$ cat src/ctshp_pkg.sv
// ----------------------------------------------------------------------------
// ctshp_pkg
// shared widths, shape and pair codes, and pipeline stage types for the
// two-shape collision test
// ----------------------------------------------------------------------------
package ctshp_pkg;

    localparam int COORD_WIDTH = 24;
    localparam int SIZE_WIDTH  = COORD_WIDTH - 1;
    localparam int SQ_WIDTH    = 2 * COORD_WIDTH;

    localparam logic [1:0] SHAPE_POINT  = 2'd0;
    localparam logic [1:0] SHAPE_RECT   = 2'd1;
    localparam logic [1:0] SHAPE_CIRCLE = 2'd2;
    localparam logic [1:0] SHAPE_NONE   = 2'd3;

    localparam logic [2:0] PAIR_NONE = 3'd0;
    localparam logic [2:0] PAIR_PP   = 3'd1;
    localparam logic [2:0] PAIR_PR   = 3'd2;
    localparam logic [2:0] PAIR_PC   = 3'd3;
    localparam logic [2:0] PAIR_RR   = 3'd4;
    localparam logic [2:0] PAIR_RC   = 3'd5;
    localparam logic [2:0] PAIR_CC   = 3'd6;

    // centre differences and raw sizes
    typedef struct packed {
        logic [1:0]                  kind_a;
        logic [1:0]                  kind_b;
        logic signed [COORD_WIDTH:0] diff_x;
        logic signed [COORD_WIDTH:0] diff_y;
        logic [SIZE_WIDTH-1:0]       size_aw;
        logic [SIZE_WIDTH-1:0]       size_ah;
        logic [SIZE_WIDTH-1:0]       size_bw;
        logic [SIZE_WIDTH-1:0]       size_bh;
    } stage1_t;

    // distances, size sums and roles
    typedef struct packed {
        logic [2:0]             pair;
        logic [COORD_WIDTH-1:0] dist_x;
        logic [COORD_WIDTH-1:0] dist_y;
        logic [COORD_WIDTH-1:0] sum_w;
        logic [COORD_WIDTH-1:0] sum_h;
        logic [SIZE_WIDTH-1:0]  rect_w;
        logic [SIZE_WIDTH-1:0]  rect_h;
        logic [SIZE_WIDTH-1:0]  rad;
    } stage2_t;

    // decision or squarer operands
    typedef struct packed {
        logic                   early;
        logic                   early_hit;
        logic                   strict;
        logic [COORD_WIDTH-1:0] op_x;
        logic [COORD_WIDTH-1:0] op_y;
        logic [COORD_WIDTH-1:0] op_r;
    } stage3_t;

    typedef struct packed {
        logic                early;
        logic                early_hit;
        logic                strict;
        logic [SQ_WIDTH-1:0] sq_x;
        logic [SQ_WIDTH-1:0] sq_y;
        logic [SQ_WIDTH-1:0] sq_r;
    } stage4_t;

endpackage

$ cat src/collision_test_2d_shapes_core.sv
// ----------------------------------------------------------------------------
// collision_test_2d_shapes_core
// intersection test of two 2d shapes (point, centred rectangle, circle)
// ----------------------------------------------------------------------------
// One shape pair is taken per clock unless a stall on the output has filled
// every stage. The hit flag comes from five register stages, in order:
// centre subtraction, absolute value and size sums, bound compares with
// operand selection, three squarers, and the final add and compare.
// Stalls hold only the stages that cannot move, so empty stages keep filling
// while a result waits on the output. A type code of none on either side
// always gives no hit.
module collision_test_2d_shapes_core
    import ctshp_pkg::*;
(
    input  logic                          aclk,
    input  logic                          aresetn,
    input  logic                          s_valid,
    output logic                          s_ready,
    input  logic [1:0]                    s_shape_a,
    input  logic signed [COORD_WIDTH-1:0] s_center_ax,
    input  logic signed [COORD_WIDTH-1:0] s_center_ay,
    input  logic [SIZE_WIDTH-1:0]         s_size_aw,
    input  logic [SIZE_WIDTH-1:0]         s_size_ah,
    input  logic [1:0]                    s_shape_b,
    input  logic signed [COORD_WIDTH-1:0] s_center_bx,
    input  logic signed [COORD_WIDTH-1:0] s_center_by,
    input  logic [SIZE_WIDTH-1:0]         s_size_bw,
    input  logic [SIZE_WIDTH-1:0]         s_size_bh,
    output logic                          m_valid,
    input  logic                          m_ready,
    output logic                          m_hit
);

    logic    v1_reg, v2_reg, v3_reg, v4_reg, out_valid_reg;
    logic    en1, en2, en3, en4, en5;
    stage1_t s1_reg, s1_next;
    stage2_t s2_reg, s2_next;
    stage3_t s3_reg, s3_next;
    stage4_t s4_reg, s4_next;
    logic    hit_reg, hit_next;

    // a stage moves when it is empty or the one after it moves
    assign en5 = !out_valid_reg || m_ready;
    assign en4 = !v4_reg || en5;
    assign en3 = !v3_reg || en4;
    assign en2 = !v2_reg || en3;
    assign en1 = !v1_reg || en2;

    assign s_ready = en1;
    assign m_valid = out_valid_reg;
    assign m_hit   = hit_reg;

    // stage 1: centre differences
    always_comb begin
        s1_next.kind_a  = s_shape_a;
        s1_next.kind_b  = s_shape_b;
        s1_next.diff_x  = {s_center_ax[COORD_WIDTH-1], s_center_ax}
                        - {s_center_bx[COORD_WIDTH-1], s_center_bx};
        s1_next.diff_y  = {s_center_ay[COORD_WIDTH-1], s_center_ay}
                        - {s_center_by[COORD_WIDTH-1], s_center_by};
        s1_next.size_aw = s_size_aw;
        s1_next.size_ah = s_size_ah;
        s1_next.size_bw = s_size_bw;
        s1_next.size_bh = s_size_bh;
    end

    // stage 2: magnitudes, sums and which side is rectangle or circle
    always_comb begin
        logic [COORD_WIDTH:0] neg_x;
        logic [COORD_WIDTH:0] neg_y;
        neg_x = ~s1_reg.diff_x + {{COORD_WIDTH{1'b0}}, 1'b1};
        neg_y = ~s1_reg.diff_y + {{COORD_WIDTH{1'b0}}, 1'b1};
        s2_next.dist_x = s1_reg.diff_x[COORD_WIDTH] ? neg_x[COORD_WIDTH-1:0]
                                                     : s1_reg.diff_x[COORD_WIDTH-1:0];
        s2_next.dist_y = s1_reg.diff_y[COORD_WIDTH] ? neg_y[COORD_WIDTH-1:0]
                                                     : s1_reg.diff_y[COORD_WIDTH-1:0];
        s2_next.sum_w  = {1'b0, s1_reg.size_aw} + {1'b0, s1_reg.size_bw};
        s2_next.sum_h  = {1'b0, s1_reg.size_ah} + {1'b0, s1_reg.size_bh};
        s2_next.rect_w = (s1_reg.kind_a == SHAPE_RECT) ? s1_reg.size_aw : s1_reg.size_bw;
        s2_next.rect_h = (s1_reg.kind_a == SHAPE_RECT) ? s1_reg.size_ah : s1_reg.size_bh;
        s2_next.rad    = (s1_reg.kind_a == SHAPE_CIRCLE) ? s1_reg.size_aw : s1_reg.size_bw;
        case ({s1_reg.kind_a, s1_reg.kind_b})
            {SHAPE_POINT, SHAPE_POINT}:                              s2_next.pair = PAIR_PP;
            {SHAPE_POINT, SHAPE_RECT}, {SHAPE_RECT, SHAPE_POINT}:     s2_next.pair = PAIR_PR;
            {SHAPE_POINT, SHAPE_CIRCLE}, {SHAPE_CIRCLE, SHAPE_POINT}: s2_next.pair = PAIR_PC;
            {SHAPE_RECT, SHAPE_RECT}:                                s2_next.pair = PAIR_RR;
            {SHAPE_RECT, SHAPE_CIRCLE}, {SHAPE_CIRCLE, SHAPE_RECT}:   s2_next.pair = PAIR_RC;
            {SHAPE_CIRCLE, SHAPE_CIRCLE}:                            s2_next.pair = PAIR_CC;
            default:                                                 s2_next.pair = PAIR_NONE;
        endcase
    end

    // stage 3: bound tests in doubled coordinates, squarer operands
    always_comb begin
        logic [COORD_WIDTH:0]   dx2, dy2, hw, hh, reach_w, reach_h, corner_x, corner_y;
        logic [COORD_WIDTH-1:0] rr;
        logic                   in_w, in_h;
        dx2      = {s2_reg.dist_x, 1'b0};
        dy2      = {s2_reg.dist_y, 1'b0};
        hw       = {2'b00, s2_reg.rect_w};
        hh       = {2'b00, s2_reg.rect_h};
        rr       = {s2_reg.rad, 1'b0};
        reach_w  = hw + {1'b0, rr};
        reach_h  = hh + {1'b0, rr};
        corner_x = dx2 - hw;
        corner_y = dy2 - hh;
        in_w     = dx2 <= hw;
        in_h     = dy2 <= hh;
        s3_next.early     = 1'b1;
        s3_next.early_hit = 1'b0;
        s3_next.strict    = 1'b1;
        s3_next.op_x      = s2_reg.dist_x;
        s3_next.op_y      = s2_reg.dist_y;
        s3_next.op_r      = {1'b0, s2_reg.rad};
        case (s2_reg.pair)
            PAIR_PP: s3_next.early_hit = (s2_reg.dist_x == '0) && (s2_reg.dist_y == '0);
            PAIR_PR: s3_next.early_hit = in_w && in_h;
            PAIR_RR: s3_next.early_hit = (dx2 <= {1'b0, s2_reg.sum_w})
                                      && (dy2 <= {1'b0, s2_reg.sum_h});
            PAIR_PC: s3_next.early = 1'b0;
            PAIR_CC: begin
                s3_next.early = 1'b0;
                s3_next.op_r  = s2_reg.sum_w;
            end
            PAIR_RC: begin
                if (dx2 > reach_w || dy2 > reach_h) begin
                    s3_next.early_hit = 1'b0;
                end else if (in_w || in_h) begin
                    s3_next.early_hit = 1'b1;
                end else begin
                    // corner region, inclusive distance check
                    s3_next.early  = 1'b0;
                    s3_next.strict = 1'b0;
                    s3_next.op_x   = corner_x[COORD_WIDTH-1:0];
                    s3_next.op_y   = corner_y[COORD_WIDTH-1:0];
                    s3_next.op_r   = rr;
                end
            end
            default: s3_next.early_hit = 1'b0;
        endcase
    end

    // stage 4: squarers
    always_comb begin
        s4_next.early     = s3_reg.early;
        s4_next.early_hit = s3_reg.early_hit;
        s4_next.strict    = s3_reg.strict;
        s4_next.sq_x      = SQ_WIDTH'(s3_reg.op_x) * SQ_WIDTH'(s3_reg.op_x);
        s4_next.sq_y      = SQ_WIDTH'(s3_reg.op_y) * SQ_WIDTH'(s3_reg.op_y);
        s4_next.sq_r      = SQ_WIDTH'(s3_reg.op_r) * SQ_WIDTH'(s3_reg.op_r);
    end

    // stage 5: distance against radius
    always_comb begin
        logic [SQ_WIDTH:0] d2, r2;
        d2 = {1'b0, s4_reg.sq_x} + {1'b0, s4_reg.sq_y};
        r2 = {1'b0, s4_reg.sq_r};
        if (s4_reg.early) begin
            hit_next = s4_reg.early_hit;
        end else if (s4_reg.strict) begin
            hit_next = d2 < r2;
        end else begin
            hit_next = d2 <= r2;
        end
    end

    always_ff @(posedge aclk) begin
        if (!aresetn) begin
            v1_reg        <= 1'b0;
            v2_reg        <= 1'b0;
            v3_reg        <= 1'b0;
            v4_reg        <= 1'b0;
            out_valid_reg <= 1'b0;
        end else begin
            if (en1) v1_reg        <= s_valid;
            if (en2) v2_reg        <= v1_reg;
            if (en3) v3_reg        <= v2_reg;
            if (en4) v4_reg        <= v3_reg;
            if (en5) out_valid_reg <= v4_reg;
        end
    end

    always_ff @(posedge aclk) begin
        if (en1) s1_reg  <= s1_next;
        if (en2) s2_reg  <= s2_next;
        if (en3) s3_reg  <= s3_next;
        if (en4) s4_reg  <= s4_next;
        if (en5) hit_reg <= hit_next;
    end

    // input held off only when every stage is occupied
    assert property (@(posedge aclk) disable iff (!aresetn)
        !s_ready |-> (v1_reg && v2_reg && v3_reg && v4_reg && out_valid_reg))
        else $error("input stalled with a free pipeline stage");

    // coincident points decide without the squarers
    assert property (@(posedge aclk) disable iff (!aresetn)
        (v2_reg && en3 && s2_reg.pair == PAIR_PP && s2_reg.dist_x == '0
         && s2_reg.dist_y == '0) |=> (s3_reg.early && s3_reg.early_hit))
        else $error("coincident points not reported as a hit");

    // a new output beat must come from the last inner stage
    assert property (@(posedge aclk) disable iff (!aresetn)
        $rose(out_valid_reg) |-> $past(v4_reg))
        else $error("output beat appeared from an empty stage");

endmodule

$ cat config.mk
export PLATFORM = sky130hd
export DESIGN_NAME = collision_test_2d_shapes_core
export DESIGN_NICKNAME = d
export VERILOG_FILES = /design/src/ctshp_pkg.sv /design/src/collision_test_2d_shapes_core.sv
export SDC_FILE = /design/constraint.sdc
export NUM_CORES = 2
export LEC_CHECK = 0
export BUFFER_PORTS_ARGS = -buffer_cell sky130_fd_sc_hd__buf_2
export CAP_MARGIN = 25
export CORE_MARGIN = 4
export CORE_UTILIZATION = 45
export DETAILED_ROUTE_END_ITERATION = 8
export MAX_ROUTING_LAYER = met4
export SLEW_MARGIN = 15
export SYNTH_ARGS = -nofsm -noshare
export SYNTH_HDL_FRONTEND = slang
export SYNTH_SLANG_ARGS = --single-unit
export TNS_END_PERCENT = 5
$ cat constraint.sdc
create_clock -name aclk -period 7.5 [get_ports aclk]
set_input_delay 0.375 -clock aclk [delete_from_list [all_inputs] [get_ports aclk]]
set_output_delay 0.375 -clock aclk [all_outputs]
set_load 0.005 [all_outputs]
# --- After elaboration in Yosys (flattened, before gate mapping) ---
# Memory sizes are Yosys's and may differ from the RTL's. A register that Yosys moved wholly into a read port is not among the register bits.
# Cells that the tools add are included.
word_totals:
  inputBits: 196
  elab_cells: 102
  output_inout_bits: 3
  rom_bits: 48
  mem_bits_rw: 0
  register_bits: 539
  n_memories: 1
  latchBits: 0
op_classes:
  order_cmp: 8
  n_mux: 16
  addsub: 11
  n_eq_ne: 8
  div_mod_pow: 0
  reduce_logical: 19
  n_mul: 3
  n_bitwise: 3
  shifts: 0
memory_table:
  columns: ["name", "words", "word_bits", "read_ports", "rd_ports_with_merged_regs", "write_ports", "line_no", "rtl"]
  rows:
  - ["(name not given)", 16, 3, 1, 1, 0, "collision_test_2d_shapes_core.sv:82", "case ({s1_reg.kind_a, s1_reg.kind_b})"]
op_table:
  columns: ["cell", "count"]
  rows:
  - ["$mul A24 B24 Y48", 3]
  - ["$mux W73", 1]
  - ["$mux W72", 1]
  - ["$mux W23", 3]
  - ["$add A23 B24 Y25", 2]
  - ["$gt A25 B25 Y1", 2]
  - ["$le A25 B23 Y1", 2]
  - ["$le A25 B24 Y1", 2]
  - ["$sub A24 B24 Y25", 2]
  - ["$add A48 B48 Y49", 1]
  - ["$le A49 B48 Y1", 1]
  - ["$lt A49 B48 Y1", 1]
  - ["$add A23 B23 Y24", 2]
  - ["$add A24 B1 Y24 const B", 2]
  - ["$logic_not A24 Y1", 2]
  - ["$mux W24", 2]
  - ["$mux W48", 1]
  - ["$not A24 Y24", 2]
  - ["$pmux W24 S2", 1]
  - ["$sub A24 B23 Y24", 2]
  - ["$eq A3 B3 Y1 const B", 3]
  - ["$logic_or A1 B1 Y1", 7]
  - ["$eq A3 B2 Y1 const B", 2]
  - ["$logic_not A1 Y1", 5]
  - ["9 further kinds", 16]

# --- Depth between registers and ports, before layout ---
logic_depth:
  word_depth: 6
  ltp_mapped: 30
  depth_no_buf: 29

# --- Least setup slack after synthesis ---
# OpenSTA, ideal clock, no wires.
synth_timing:
  path_kind: "register -> register"
  startpoint: "register s3_reg[41] (netlist bit)"
  endpoint: "register s4_reg[95] (netlist bit) (data pin)"
  period_less_slack_ns: 7.490
  setup_slack_ns: 0.010
  n_path_buf: 2
  arrival_ns: 7.228
  setup_time_ns: 0.261
  required_ns: 7.239
  stages_incl_launch_ff: 27
  path_cell_list: "edfxtp_1 > clkbuf_1 > clkbuf_1 > nand2_1 > fa_1 > inv_1 > fa_1 > inv_1 > fa_1 > fa_1 > inv_1 > fa_1 > fa_1 > inv_1 > fa_1 > inv_1 > ha_1 > or3_1 > o211ai_1 > and4_1 > a21oi_1 > a21oi_1 > o21ai_0 > or4b_2 > a31oi_1 > o21ai_0 > xnor2_1"
synth_rtl:
  columns: ["element", "line_no", "rtl"]
  rows:
  - ["start, declared", "collision_test_2d_shapes_core.sv:38", "stage3_t s3_reg, s3_next;"]
  - ["start signal, assigned", "collision_test_2d_shapes_core.sv:186", "if (en3) s3_reg <= s3_next;"]
  - ["end signal, assigned", "collision_test_2d_shapes_core.sv:187", "if (en4) s4_reg <= s4_next;"]
  - ["end, declared", "collision_test_2d_shapes_core.sv:39", "stage4_t s4_reg, s4_next;"]

==> results.cfg <==
[run_status]
outcome = finished clean

[die]
io_pins = 199
rows = 156
core_sq_um = 181000
fp.dieW_um = 434
initial_core_util_pct = 45.2
die_area_sq_um = 188000
die_y_um = 434

[synthesis]
ys_types = 85
ys_dominant_reg_cell = edfxtp_1
yosysWarningCount = 0
synth_edf_count = 534
async_reset_ff_share_pct = 0
yosysSeqAreaShare_pct = 19.8
synth_area_sq_um = 81600
synth_cells = 8268
syn-num-nets = 10640
post_synth.cell_area_avg_sq_um = 9.87
ys_ff_latch = 539

[routing]
dr.pass1.iters = 5
first_iter_violations = 2792
routed_wl_um = 209000
post_drt_via_cell_ratio = 5.14
antenna_left = 0
vias = 58541
wl_per_cell_um = 18.3
remaining_drc_errors = 0

[clock_tree]
cts_num_sinks = 539
insertion_delay_ns = 0.70
cts_max_path_buffers = 3
cts_buffers = 68
cts-htree-levels = 3
root_buffer = clkbuf_16
clk_pin_slew_worst_paths_ns = 0.06
cts_tree = done

[layout]
area_growth_pct = 15.2
mostFrequentLayoutCells = 2020 x inv_1, 1229 x fa_1, 875 x ha_1
fillCellCount = 16291
layout_commonest_cell = inv_1
stdcell_area_sq_um = 94000
layout.nets = 11346
drive_above_1_share_pct = 13.1
largest_reg_flops = 168
instances_no_fill = 11394

[global_route]
overflow = 0
grt_pass1_vias = 62711
grt_max_degree = 162
antenna_found_initial = 2
track_usage_pct = 23.1
grt_pass1_wl_um = 333000

[placed_design]
gp_congestion = 0.928
post-dp-hpwl_um = 172000
dpl.cell_count = 11090
place_area_sq_um = 88700
port_buffers = 198

[sta]
rsz0062_at_grt = true
finalSetupViolCount = 0
fmax_mhz = 137
skew_ns = 0.0495
timing.final.crit_share_pct = 97.6
worst_pin_slew_ns = 1.04
setup_tns_ns = 0
max-slew-margin-rel_pct = 30.6
fin_crit_ns = 7.32
hold_viol = 0
finalMaxSlewViolations = 0

[critical_path]
worstPathArrival_ns = 7.70
crit_path_frequent_cell = fa_1
crit_slowest_cell = fa_1
critical_path_class = reg2reg
critPathLaunchType = register
cp_max_fo = 5
crit_path_end_kind = register
cp.required_ns = 7.89
cpPeakStageDelay_ns = 0.60
crit_family = adder cells
worst-path-buf-inv = 5

[flow_run]
max-cap-violations = 0

[worst_hold_path]
hold_class = in2reg
-- tightest hold or removal path, stage by stage --
cell and delay [ns]:
buf_2 0.07, nor2b_1 0.10, inv_1 0.08
-- cells by family after synthesis --
logic type | after synthesis | share of synthesized area [%]
AOI/OAI and AO/OA | 1091 | 8.83
xor gates and xnor gates | 384 | 4.12
adders and majority gates | 2176 | 45.1
buffers and inverters | 2236 | 10.3
DFF | 539 | 19.8
muxes | 102 | 1.40
and+or+nand+nor | 1740 | 10.5
-- final timing paths --
path | cells past startpoint | end | slack [ns] | startpoint
worst min register to register | 0 | s2_reg[141] | 0.47 | s1_reg[117]
worst max-delay path | 25 | s4_reg[47] | 0.18 | s3_reg[19]
worst min-delay path | 3 | m_hit | 0.1 | m_ready
worst max register to register | 25 | s4_reg[47] | 0.18 | s3_reg[19]
-- layer usage --
metal	share of wire, %	wire length [um]	vias to the layer above	GRT usage [%]
li1	-	-	27733	-
met1	42	88300	29280	28.9
met2	50	104000	1215	39.5
met3	4.2	8750	313	2.29
met4	3.7	7620	0	7.47
met5	0	0	-	-
-- synthesized netlist by cell type, types with 44 or more instances --
master	number	area share (%)
nor2b_1	70	0.54
xnor2_1	262	2.8
o21bai_1	44	0.40
edfxtp_1	534	20
a21oi_1	311	1.9
nor3_1	64	0.39
mux2_2	98	1.4
nand2_1	638	2.9
nand2b_1	64	0.49
clkbuf_1	176	0.81
a21o_1	219	2.0
o21a_1	49	0.45
o21ai_0	171	1.0
and3_1	60	0.46
inv_1	2040	9.4
nor2_1	253	1.2
nand3_1	78	0.48
xor2_1	122	1.3
ha_1	902	14
and2_1	343	2.6
nand4_1	58	0.44
fa_1	1274	31
-- stage by stage --
step | setup slack (ns) | util, % | hold slack [ns]
6_report | 0.183 | 52.1 | 0.0986
5_1_grt | -0.0894 | 52.1 | 0.0861
4_1_cts | 0.00396 | 51.0 | 0.0556
3_5_place_dp | -0.0897 | 49.1 | 0.451
3_3_place_gp | -0.0583 | 49.1 | 0.442
2_1_floorplan | 0.0105 | - | 0.400
-- area by class of cell --
class / instances / area (sq um) / share of cell area, %
Clock inverter: 36 / 373 / 0.397
Timing Repair Buffer: 830 / 6970 / 7.41
Clock buffer: 83 / 1800 / 1.92
Sequential cell: 539 / 16100 / 17.2
Inverter: 2042 / 7670 / 8.15
Tap cell: 2370 / 2970 / 3.15
Multi-Input combinational cell: 5493 / 58100 / 61.8
Antenna cell: 1 / 2.50 / 0.00266
-- timing repair --
| action | in CTS | in global routing |
|---|---|---|
| buffers inserted | 8 | 68 |
| endpoints found under the setup margin | 11 | 33 |
| resized for setup | 17 | 301 |
| hold endpoints to repair | 101 | 0 |
| cloned | 1 | 8 |
| hold buffers | 98 | 0 |
| pin swaps | 8 | 172 |
Power is left out: the tool's default activity adds up to more than one toggle a clock period on the data nets, which glitch-free logic cannot reach.
